File: config.mk
export PLATFORM = sky130hd
export DESIGN_NAME = dual_stack_shared_store_top
export DESIGN_NICKNAME = d
export VERILOG_FILES = /design/src/design/dss_pkg.sv /design/src/design/dss_ctrl.sv /design/src/design/dss_dpath.sv /design/src/design/dual_stack_shared_store_top.sv
export SDC_FILE = /design/constraint.sdc
export NUM_CORES = 2
export LEC_CHECK = 0
export ABC_CLOCK_PERIOD_IN_PS = 16740
export BUFFER_PORTS_ARGS = -buffer_cell sky130_fd_sc_hd__clkbuf_2
export CELL_PAD_IN_SITES_DETAIL_PLACEMENT = 1
export CELL_PAD_IN_SITES_GLOBAL_PLACEMENT = 1
export CORE_MARGIN = 2
export CORE_UTILIZATION = 35
export CTS_BUF_LIST = sky130_fd_sc_hd__clkbuf_8
export CTS_CLUSTER_DIAMETER = 60
export CTS_CLUSTER_SIZE = 8
export DETAILED_ROUTE_END_ITERATION = 10
export GPL_ROUTABILITY_DRIVEN = 0
export PLACE_DENSITY_LB_ADDON = 0.1
export REMOVE_ABC_BUFFERS = 1
export SLEW_MARGIN = 20
export SYNTH_ARGS = -nofsm -noshare
export SYNTH_HDL_FRONTEND = slang
export SYNTH_HIERARCHICAL = 1
export SYNTH_SLANG_ARGS = --single-unit
File: constraint.sdc
create_clock -name clk -period 16.74 [get_ports clk]
set_input_delay 3.348 -clock clk [delete_from_list [all_inputs] [get_ports clk]]
set_output_delay 3.348 -clock clk [all_outputs]
set_load 0.02 [all_outputs]
File: src/design/dss_pkg.sv
`timescale 1ns / 1ps
// ----------------------------------------------------------------------------
// dss_pkg
// Shared types and codes for the dual stack shared store block.
// ----------------------------------------------------------------------------
package dss_pkg;

  localparam int DEFAULT_STORE_DEPTH = 128;

  localparam logic [1:0] CMD_PUSH = 2'd0;
  localparam logic [1:0] CMD_POP  = 2'd1;
  localparam logic [1:0] CMD_PEEK = 2'd2;

  localparam logic [1:0] ST_OK        = 2'd0;
  localparam logic [1:0] ST_OVERFLOW  = 2'd1;
  localparam logic [1:0] ST_UNDERFLOW = 2'd2;

  typedef enum logic [1:0] {
    S_IDLE,
    S_EXEC,
    S_RESP
  } dss_state_t;

  typedef struct packed {
    logic capture;
    logic execute;
  } dss_cmd_t;

endpackage

File: src/design/dss_ctrl.sv
`timescale 1ns / 1ps
// ----------------------------------------------------------------------------
// dss_ctrl
// Sequencer: take a transaction, run it on the datapath, hold the result.
// ----------------------------------------------------------------------------
module dss_ctrl (
  input  logic              clk,
  input  logic              rst_n,
  input  logic              in_tvalid,
  output logic              in_tready,
  output logic              out_tvalid,
  input  logic              out_tready,
  output dss_pkg::dss_cmd_t cmd_o
);
  import dss_pkg::*;

  dss_state_t state_r;
  dss_state_t state_nxt;

  always_ff @(posedge clk) begin
    if (!rst_n) begin
      state_r <= S_IDLE;
    end else begin
      state_r <= state_nxt;
    end
  end

  always_comb begin
    state_nxt = state_r;
    case (state_r)
      S_IDLE: begin
        if (in_tvalid) state_nxt = S_EXEC;
      end
      S_EXEC: begin
        state_nxt = S_RESP;
      end
      S_RESP: begin
        if (out_tready) state_nxt = S_IDLE;
      end
      default: begin
        state_nxt = S_IDLE;
      end
    endcase
  end

  always_comb begin
    in_tready     = (state_r == S_IDLE);
    out_tvalid    = (state_r == S_RESP);
    cmd_o.capture = (state_r == S_IDLE) && in_tvalid;
    cmd_o.execute = (state_r == S_EXEC);
  end

endmodule

File: src/design/dss_dpath.sv
`timescale 1ns / 1ps
// ----------------------------------------------------------------------------
// dss_dpath
// Stack counters, shared store and result registers.
// ----------------------------------------------------------------------------
module dss_dpath #(
  parameter int STORE_DEPTH = dss_pkg::DEFAULT_STORE_DEPTH
) (
  input  logic              clk,
  input  logic              rst_n,
  input  dss_pkg::dss_cmd_t cmd_i,
  input  logic [1:0]        in_command,
  input  logic              in_stack_select,
  input  logic [31:0]       in_value,
  output logic [31:0]       res_data,
  output logic [1:0]        res_status,
  output logic              res_store_full,
  output logic              res_lower_empty,
  output logic              res_upper_empty
);
  import dss_pkg::*;

  localparam int AW = (STORE_DEPTH > 1) ? $clog2(STORE_DEPTH) : 1;
  localparam int CW = $clog2(STORE_DEPTH + 1);
  localparam logic [CW-1:0] DEPTH_C = CW'(STORE_DEPTH);
  localparam logic [CW-1:0] ONE_C   = CW'(1);

  logic [1:0]    command_r;
  logic          sel_r;
  logic [31:0]   value_r;
  logic [CW-1:0] lower_r, lower_nxt;
  logic [CW-1:0] upper_r, upper_nxt;
  logic [1:0]    status_r, status_nxt;
  logic          rd_ok_r, rd_ok_nxt;
  logic [31:0]   rdata_r;
  logic [CW-1:0] used;
  logic          full;
  logic [CW-1:0] addr_w;
  logic          mem_we;
  logic          mem_re;

  logic [31:0] mem [STORE_DEPTH];

  assign used = lower_r + upper_r;
  assign full = (used == DEPTH_C);

  always_comb begin
    lower_nxt  = lower_r;
    upper_nxt  = upper_r;
    status_nxt = ST_OK;
    rd_ok_nxt  = 1'b0;
    addr_w     = '0;
    mem_we     = 1'b0;
    mem_re     = 1'b0;
    case (command_r)
      CMD_PUSH: begin
        if (full) begin
          status_nxt = ST_OVERFLOW;
        end else if (!sel_r) begin
          addr_w    = lower_r;
          mem_we    = 1'b1;
          lower_nxt = lower_r + ONE_C;
        end else begin
          addr_w    = DEPTH_C - ONE_C - upper_r;
          mem_we    = 1'b1;
          upper_nxt = upper_r + ONE_C;
        end
      end
      CMD_POP, CMD_PEEK: begin
        if (!sel_r) begin
          if (lower_r == '0) begin
            status_nxt = ST_UNDERFLOW;
          end else begin
            addr_w    = lower_r - ONE_C;
            mem_re    = 1'b1;
            rd_ok_nxt = 1'b1;
            if (command_r == CMD_POP) lower_nxt = lower_r - ONE_C;
          end
        end else begin
          if (upper_r == '0) begin
            status_nxt = ST_UNDERFLOW;
          end else begin
            addr_w    = DEPTH_C - upper_r;
            mem_re    = 1'b1;
            rd_ok_nxt = 1'b1;
            if (command_r == CMD_POP) upper_nxt = upper_r - ONE_C;
          end
        end
      end
      default: begin
      end
    endcase
  end

  always_ff @(posedge clk) begin
    if (cmd_i.capture) begin
      command_r <= in_command;
      sel_r     <= in_stack_select;
      value_r   <= in_value;
    end
    if (cmd_i.execute) begin
      status_r <= status_nxt;
      rd_ok_r  <= rd_ok_nxt;
    end
  end

  always_ff @(posedge clk) begin
    if (!rst_n) begin
      lower_r <= '0;
      upper_r <= '0;
    end else if (cmd_i.execute) begin
      lower_r <= lower_nxt;
      upper_r <= upper_nxt;
    end
  end

  always_ff @(posedge clk) begin
    if (cmd_i.execute && mem_we) mem[addr_w[AW-1:0]] <= value_r;
    if (cmd_i.execute && mem_re) rdata_r <= mem[addr_w[AW-1:0]];
  end

  assign res_data        = rd_ok_r ? rdata_r : 32'd0;
  assign res_status      = status_r;
  assign res_store_full  = full;
  assign res_lower_empty = (lower_r == '0);
  assign res_upper_empty = (upper_r == '0);

endmodule

File: src/design/dual_stack_shared_store_top.sv
`timescale 1ns / 1ps
// ----------------------------------------------------------------------------
// dual_stack_shared_store_top
// Two LIFO stacks in one store: lower grows up from 0, upper grows down.
// Each transaction passes the take, store access and result states in order;
// a new one is taken only after the previous result has been taken.
// The store has a single port, used for both the write and the registered read.
// Reset clears both stack counts; store contents stay undefined until pushed.
// ----------------------------------------------------------------------------
module dual_stack_shared_store_top #(
  parameter int STORE_DEPTH = dss_pkg::DEFAULT_STORE_DEPTH
) (
  input  logic        clk,
  input  logic        rst_n,
  input  logic        in_tvalid,
  output logic        in_tready,
  input  logic [31:0] in_tdata,   // value[31:0]
  input  logic [2:0]  in_tuser,   // command[1:0], stack_select[2]
  output logic        out_tvalid,
  input  logic        out_tready,
  output logic [39:0] out_tdata,  // data[31:0], store_full[32], lower_empty[33],
                                  // upper_empty[34], zero[39:35]
  output logic [1:0]  out_tuser   // status[1:0]
);
  import dss_pkg::*;

  dss_cmd_t    cmd;
  logic [31:0] res_data;
  logic [1:0]  res_status;
  logic        res_store_full;
  logic        res_lower_empty;
  logic        res_upper_empty;

  dss_ctrl u_ctrl (
    .clk        (clk),
    .rst_n      (rst_n),
    .in_tvalid  (in_tvalid),
    .in_tready  (in_tready),
    .out_tvalid (out_tvalid),
    .out_tready (out_tready),
    .cmd_o      (cmd)
  );

  dss_dpath #(
    .STORE_DEPTH (STORE_DEPTH)
  ) u_dpath (
    .clk             (clk),
    .rst_n           (rst_n),
    .cmd_i           (cmd),
    .in_command      (in_tuser[1:0]),
    .in_stack_select (in_tuser[2]),
    .in_value        (in_tdata),
    .res_data        (res_data),
    .res_status      (res_status),
    .res_store_full  (res_store_full),
    .res_lower_empty (res_lower_empty),
    .res_upper_empty (res_upper_empty)
  );

  assign out_tdata = {5'd0, res_upper_empty, res_lower_empty, res_store_full, res_data};
  assign out_tuser = res_status;

  a_no_overlap: assert property (@(posedge clk) disable iff (!rst_n)
    !(in_tready && out_tvalid))
    else $error("input and result channels active together");

  a_accept_gap: assert property (@(posedge clk) disable iff (!rst_n)
    (in_tvalid && in_tready) |=> !out_tvalid && !in_tready)
    else $error("result or new transaction right after accept");

  a_ovf_full: assert property (@(posedge clk) disable iff (!rst_n)
    (out_tvalid && out_tuser == ST_OVERFLOW) |-> out_tdata[32])
    else $error("overflow reported on a store that is not full");

  a_udf_zero: assert property (@(posedge clk) disable iff (!rst_n)
    (out_tvalid && out_tuser == ST_UNDERFLOW) |-> (out_tdata[31:0] == 32'd0))
    else $error("underflow with nonzero data");

  a_full_nonempty: assert property (@(posedge clk) disable iff (!rst_n)
    (out_tvalid && out_tdata[32]) |-> !(out_tdata[33] && out_tdata[34]))
    else $error("store full while both stacks empty");

endmodule

==> impl_metrics.yaml <==
layout:
  fin_util_pct: 39.6
  area_growth_pct: 12.8
  nets: 10429
  drive_above_1_share_pct: 14.0
placed_design:
  dp_hpwl_um: 346000
  portBuffers: 77
clock_network:
  post_cts_buffers: 0
  cts_buffer_depth: 4
  clock_latency_ps: 1260
  root_buffer: "clkbuf_8"
  clk_pin_slew_ps: 70
  clock_sinks: 4184
  cts_hold_buf: 0
  cts_buffers: 600
  cts_tree: "built"
  h-tree-depth: 6
  post_cts_resized: 0
yosys:
  syn_area_mm2: 0.157
  synth_warnings: 6
  synth_edf_count: 4166
  syn-instance-count: 9891
  async_flop_share_pct: 0
  synthDistinctLibCells: 86
  synth_ff_type: "edfxtp_1"
  syn_avg_cell_area_um2: 15.9
  postSynthRegisterBits: 4184
  ys_seq_area_share_pct: 79.8
critical_path:
  start_kind: "register"
  end_kind: "register"
  worstSetupPathType: "reg2reg"
  crit_path_max_fanout: 48
  critPathArrivalTime_ps: 8700
  required_ps: 17640
global_route:
  grt_max_degree: 129
  grt_pass1_vias: 100157
  top_usage_layer: "met2"
  use_met1_pct: 37.4
  met2_usage_pct: 45.4
  grt_pass1_wl_um: 863000
  use_met3_pct: 3.67
  grt.overflow.total: 0
  antenna_found_initial: 62
  grt_usage_pct: 27.6
floorplanning:
  io_pins: 83
  core_mm2: 0.448
  die_h_um: 674
  die_area_mm2: 0.454
  num_rows: 246
  die_x_um: 674
  start_util_pct: 35.1
timing:
  fin_crit_sh_pct: 46.6
  fin_crit_ps: 7790
  maxSlewHeadroom_pct: 7.85
  setup-violations-final: 0
  skew_ps: 90.3
  finalHoldViolCount: 0
  grt_setup_unrepaired: "no"
  setup_tns_ps: 0
  worstMarginPinSlew_ps: 1370
  fmax_ghz: 0.128
  timing.final.max_slew_violations: 0
detailed_routing:
  first_iter_violations: 12217
  antenna_left: 0
  dr.pass1.iters: 6
  dr_total_vias: 98446
  routed_wl_um: 638000
  routed_via_density: 5.97
  avgRoutedWirePerCell_um: 38.7
  drc: 0
power:
  peakVddDrop_mv: 0.0844
  power.density_mw_per_mm2: 120
  p_leak_uw: 0.0554
hold_path:
  hold_path_class: "reg2reg"
flow_run:
  maxCapViolCount: 0
status:
  status: "complete, no violations"
stage by stage:
step / setup slack, ps / instance area, um2 / total power, uW / cells / hold slack [ps]
3_3_place_gp: 7840 / 167000 / 14300 / 15700 / 537
5_1_grt: 8770 / 177000 / 21900 / 16469 / 596
2_1_floorplan: -51670 / 154000 / 13300 / 9253 / 489
3_5_place_dp: 9120 / 168000 / 14300 / 15718 / 562
4_1_cts: 8840 / 177000 / 21500 / 16424 / 567
6_report: 8950 / 177000 / 21300 / 16490 / 561
cells in the final DEF (no fill, tap or decap), types with 19 or more instances in the layout:
master / netlist / final
edfxtp_1: 4166 / 4166
nand2_1: 1795 / 1785
a21oi_1: 948 / 947
clkbuf_8: 0 / 623
buf_4: 12 / 399
a22o_1: 328 / 328
a22oi_1: 302 / 302
a31oi_1: 266 / 263
a221oi_1: 215 / 215
a211oi_1: 201 / 200
nor2_4: 1 / 134
mux2i_1: 84 / 84
nor4_1: 90 / 79
clkbuf_2: 0 / 77
o22ai_1: 77 / 77
a222oi_1: 68 / 68
diode_2: 0 / 65
inv_1: 18 / 53
and2_1: 42 / 39
a221o_1: 39 / 39
nor2_1: 170 / 37
o41ai_2: 1 / 37
nor3_1: 38 / 35
o21ai_0: 38 / 34
buf_12: 0 / 29
nand4_1: 26 / 26
mux2_2: 20 / 20
o31ai_2: 1 / 20
ha_1: 19 / 19
path summary, 6_finish.rpt:
check / from / end / depth (start not counted) / slack (ps)
max reg2reg: u_dpath/upper_r[0] / u_dpath/rdata_r[21] / 17 / 8950
max: u_dpath/upper_r[0] / u_dpath/rdata_r[21] / 17 / 8950
min reg2reg: u_dpath/lower_r[7] / u_dpath/lower_r[7] / 2 / 560
min: u_dpath/lower_r[7] / u_dpath/lower_r[7] / 2 / 560
report_power, final:
group / total, uW / internal, uW / switching (uW)
Sequential: 11600 / 11600 / 15.7
Clock: 7210 / 3350 / 3860
Combinational: 2510 / 566 / 1940
synth_stat cells (10+ instances only):
cell / instances / area share [%]
xnor2_1: 13 / 0.072
nand2_1: 1795 / 4.3
a221oi_1: 215 / 1.2
a222oi_1: 68 / 0.43
nor3_1: 38 / 0.12
dfxtp_1: 18 / 0.23
a22oi_1: 302 / 1.4
nor4_1: 90 / 0.36
nor2_1: 170 / 0.41
inv_1: 18 / 0.043
o31ai_1: 48 / 0.23
clkbuf_1: 305 / 0.73
buf_4: 12 / 0.057
o22ai_1: 77 / 0.31
buf_1: 110 / 0.26
a221o_1: 39 / 0.25
buf_2: 214 / 0.68
a22o_1: 328 / 1.8
nand4_1: 26 / 0.10
o41ai_1: 57 / 0.32
a21oi_1: 948 / 3.0
ha_1: 19 / 0.15
mux2_2: 20 / 0.14
nand3_1: 12 / 0.038
o21ai_0: 38 / 0.12
a211oi_1: 201 / 0.96
a31oi_1: 266 / 1.1
and2_1: 42 / 0.17
edfxtp_1: 4166 / 80
mux2i_1: 84 / 0.54
o22a_1: 10 / 0.056
critical path, cell delays in order (launching register included):
cell and delay [ps]:
dfxtp_1 410, ha_1 270, fa_1 420, xor2_1 190, a2111o_1 430, nor4_2 360
nand3_2 500, inv_4 310, a21boi_0 250, nand2_4 410, buf_4 570, buf_4 590
buf_4 730, a21oi_1 80, nor4_1 320, o22ai_1 240, o31ai_1 1000, nand4_1 180
flip-flops by register name, indices dropped and copies added (netlist names):
signal,count
u_dpath/mem,4096
u_dpath/rdata_r,32
u_dpath/upper_r,8
u_dpath/command_r,2
u_dpath/res_status,2
u_dpath/value_r,32
u_dpath/lower_r,8
u_ctrl/state_r,2
u_dpath/rd_ok_r,1
u_dpath/sel_r,1
layout make-up:
cell class | instances | area, um2
clock buffers | 623 | 8570
fillers | 44258 | 271000
diodes | 65 | 163
clock inverters | 83 | 554
well taps | 5952 | 7450
flip-flops and latches | 4184 | 125000
multi-input cells | 5050 | 30800
repair buffers | 514 | 4100
inverters | 19 | 73.8
per-layer routing:
layer,part of all wire (%),vias up
li1,-,39713
met1,42,53757
met2,48,4032
met3,6.4,928
met4,3.7,16
met5,0.014,-
logic make-up (layout without fill, tap and decap cells):
| logic type | Yosys count | count (layout) | share of synthesized area, % |
|---|---|---|---|
| adder cells (fa/ha/maj) | 21 | 21 | 0.177 |
| XOR/XNOR | 22 | 22 | 0.123 |
| AO/OA/AOI/OAI | 2676 | 2676 | 11.7 |
| multiplexers | 105 | 105 | 0.686 |
| other | 1 | 70 | 0.00239 |
| flip-flops | 4184 | 4184 | 79.8 |
| AND/OR/NAND/NOR | 2221 | 2221 | 5.71 |
| buffers and inverters | 661 | 1239 | 1.78 |
Note: power is estimated with default switching activity, not from simulation.
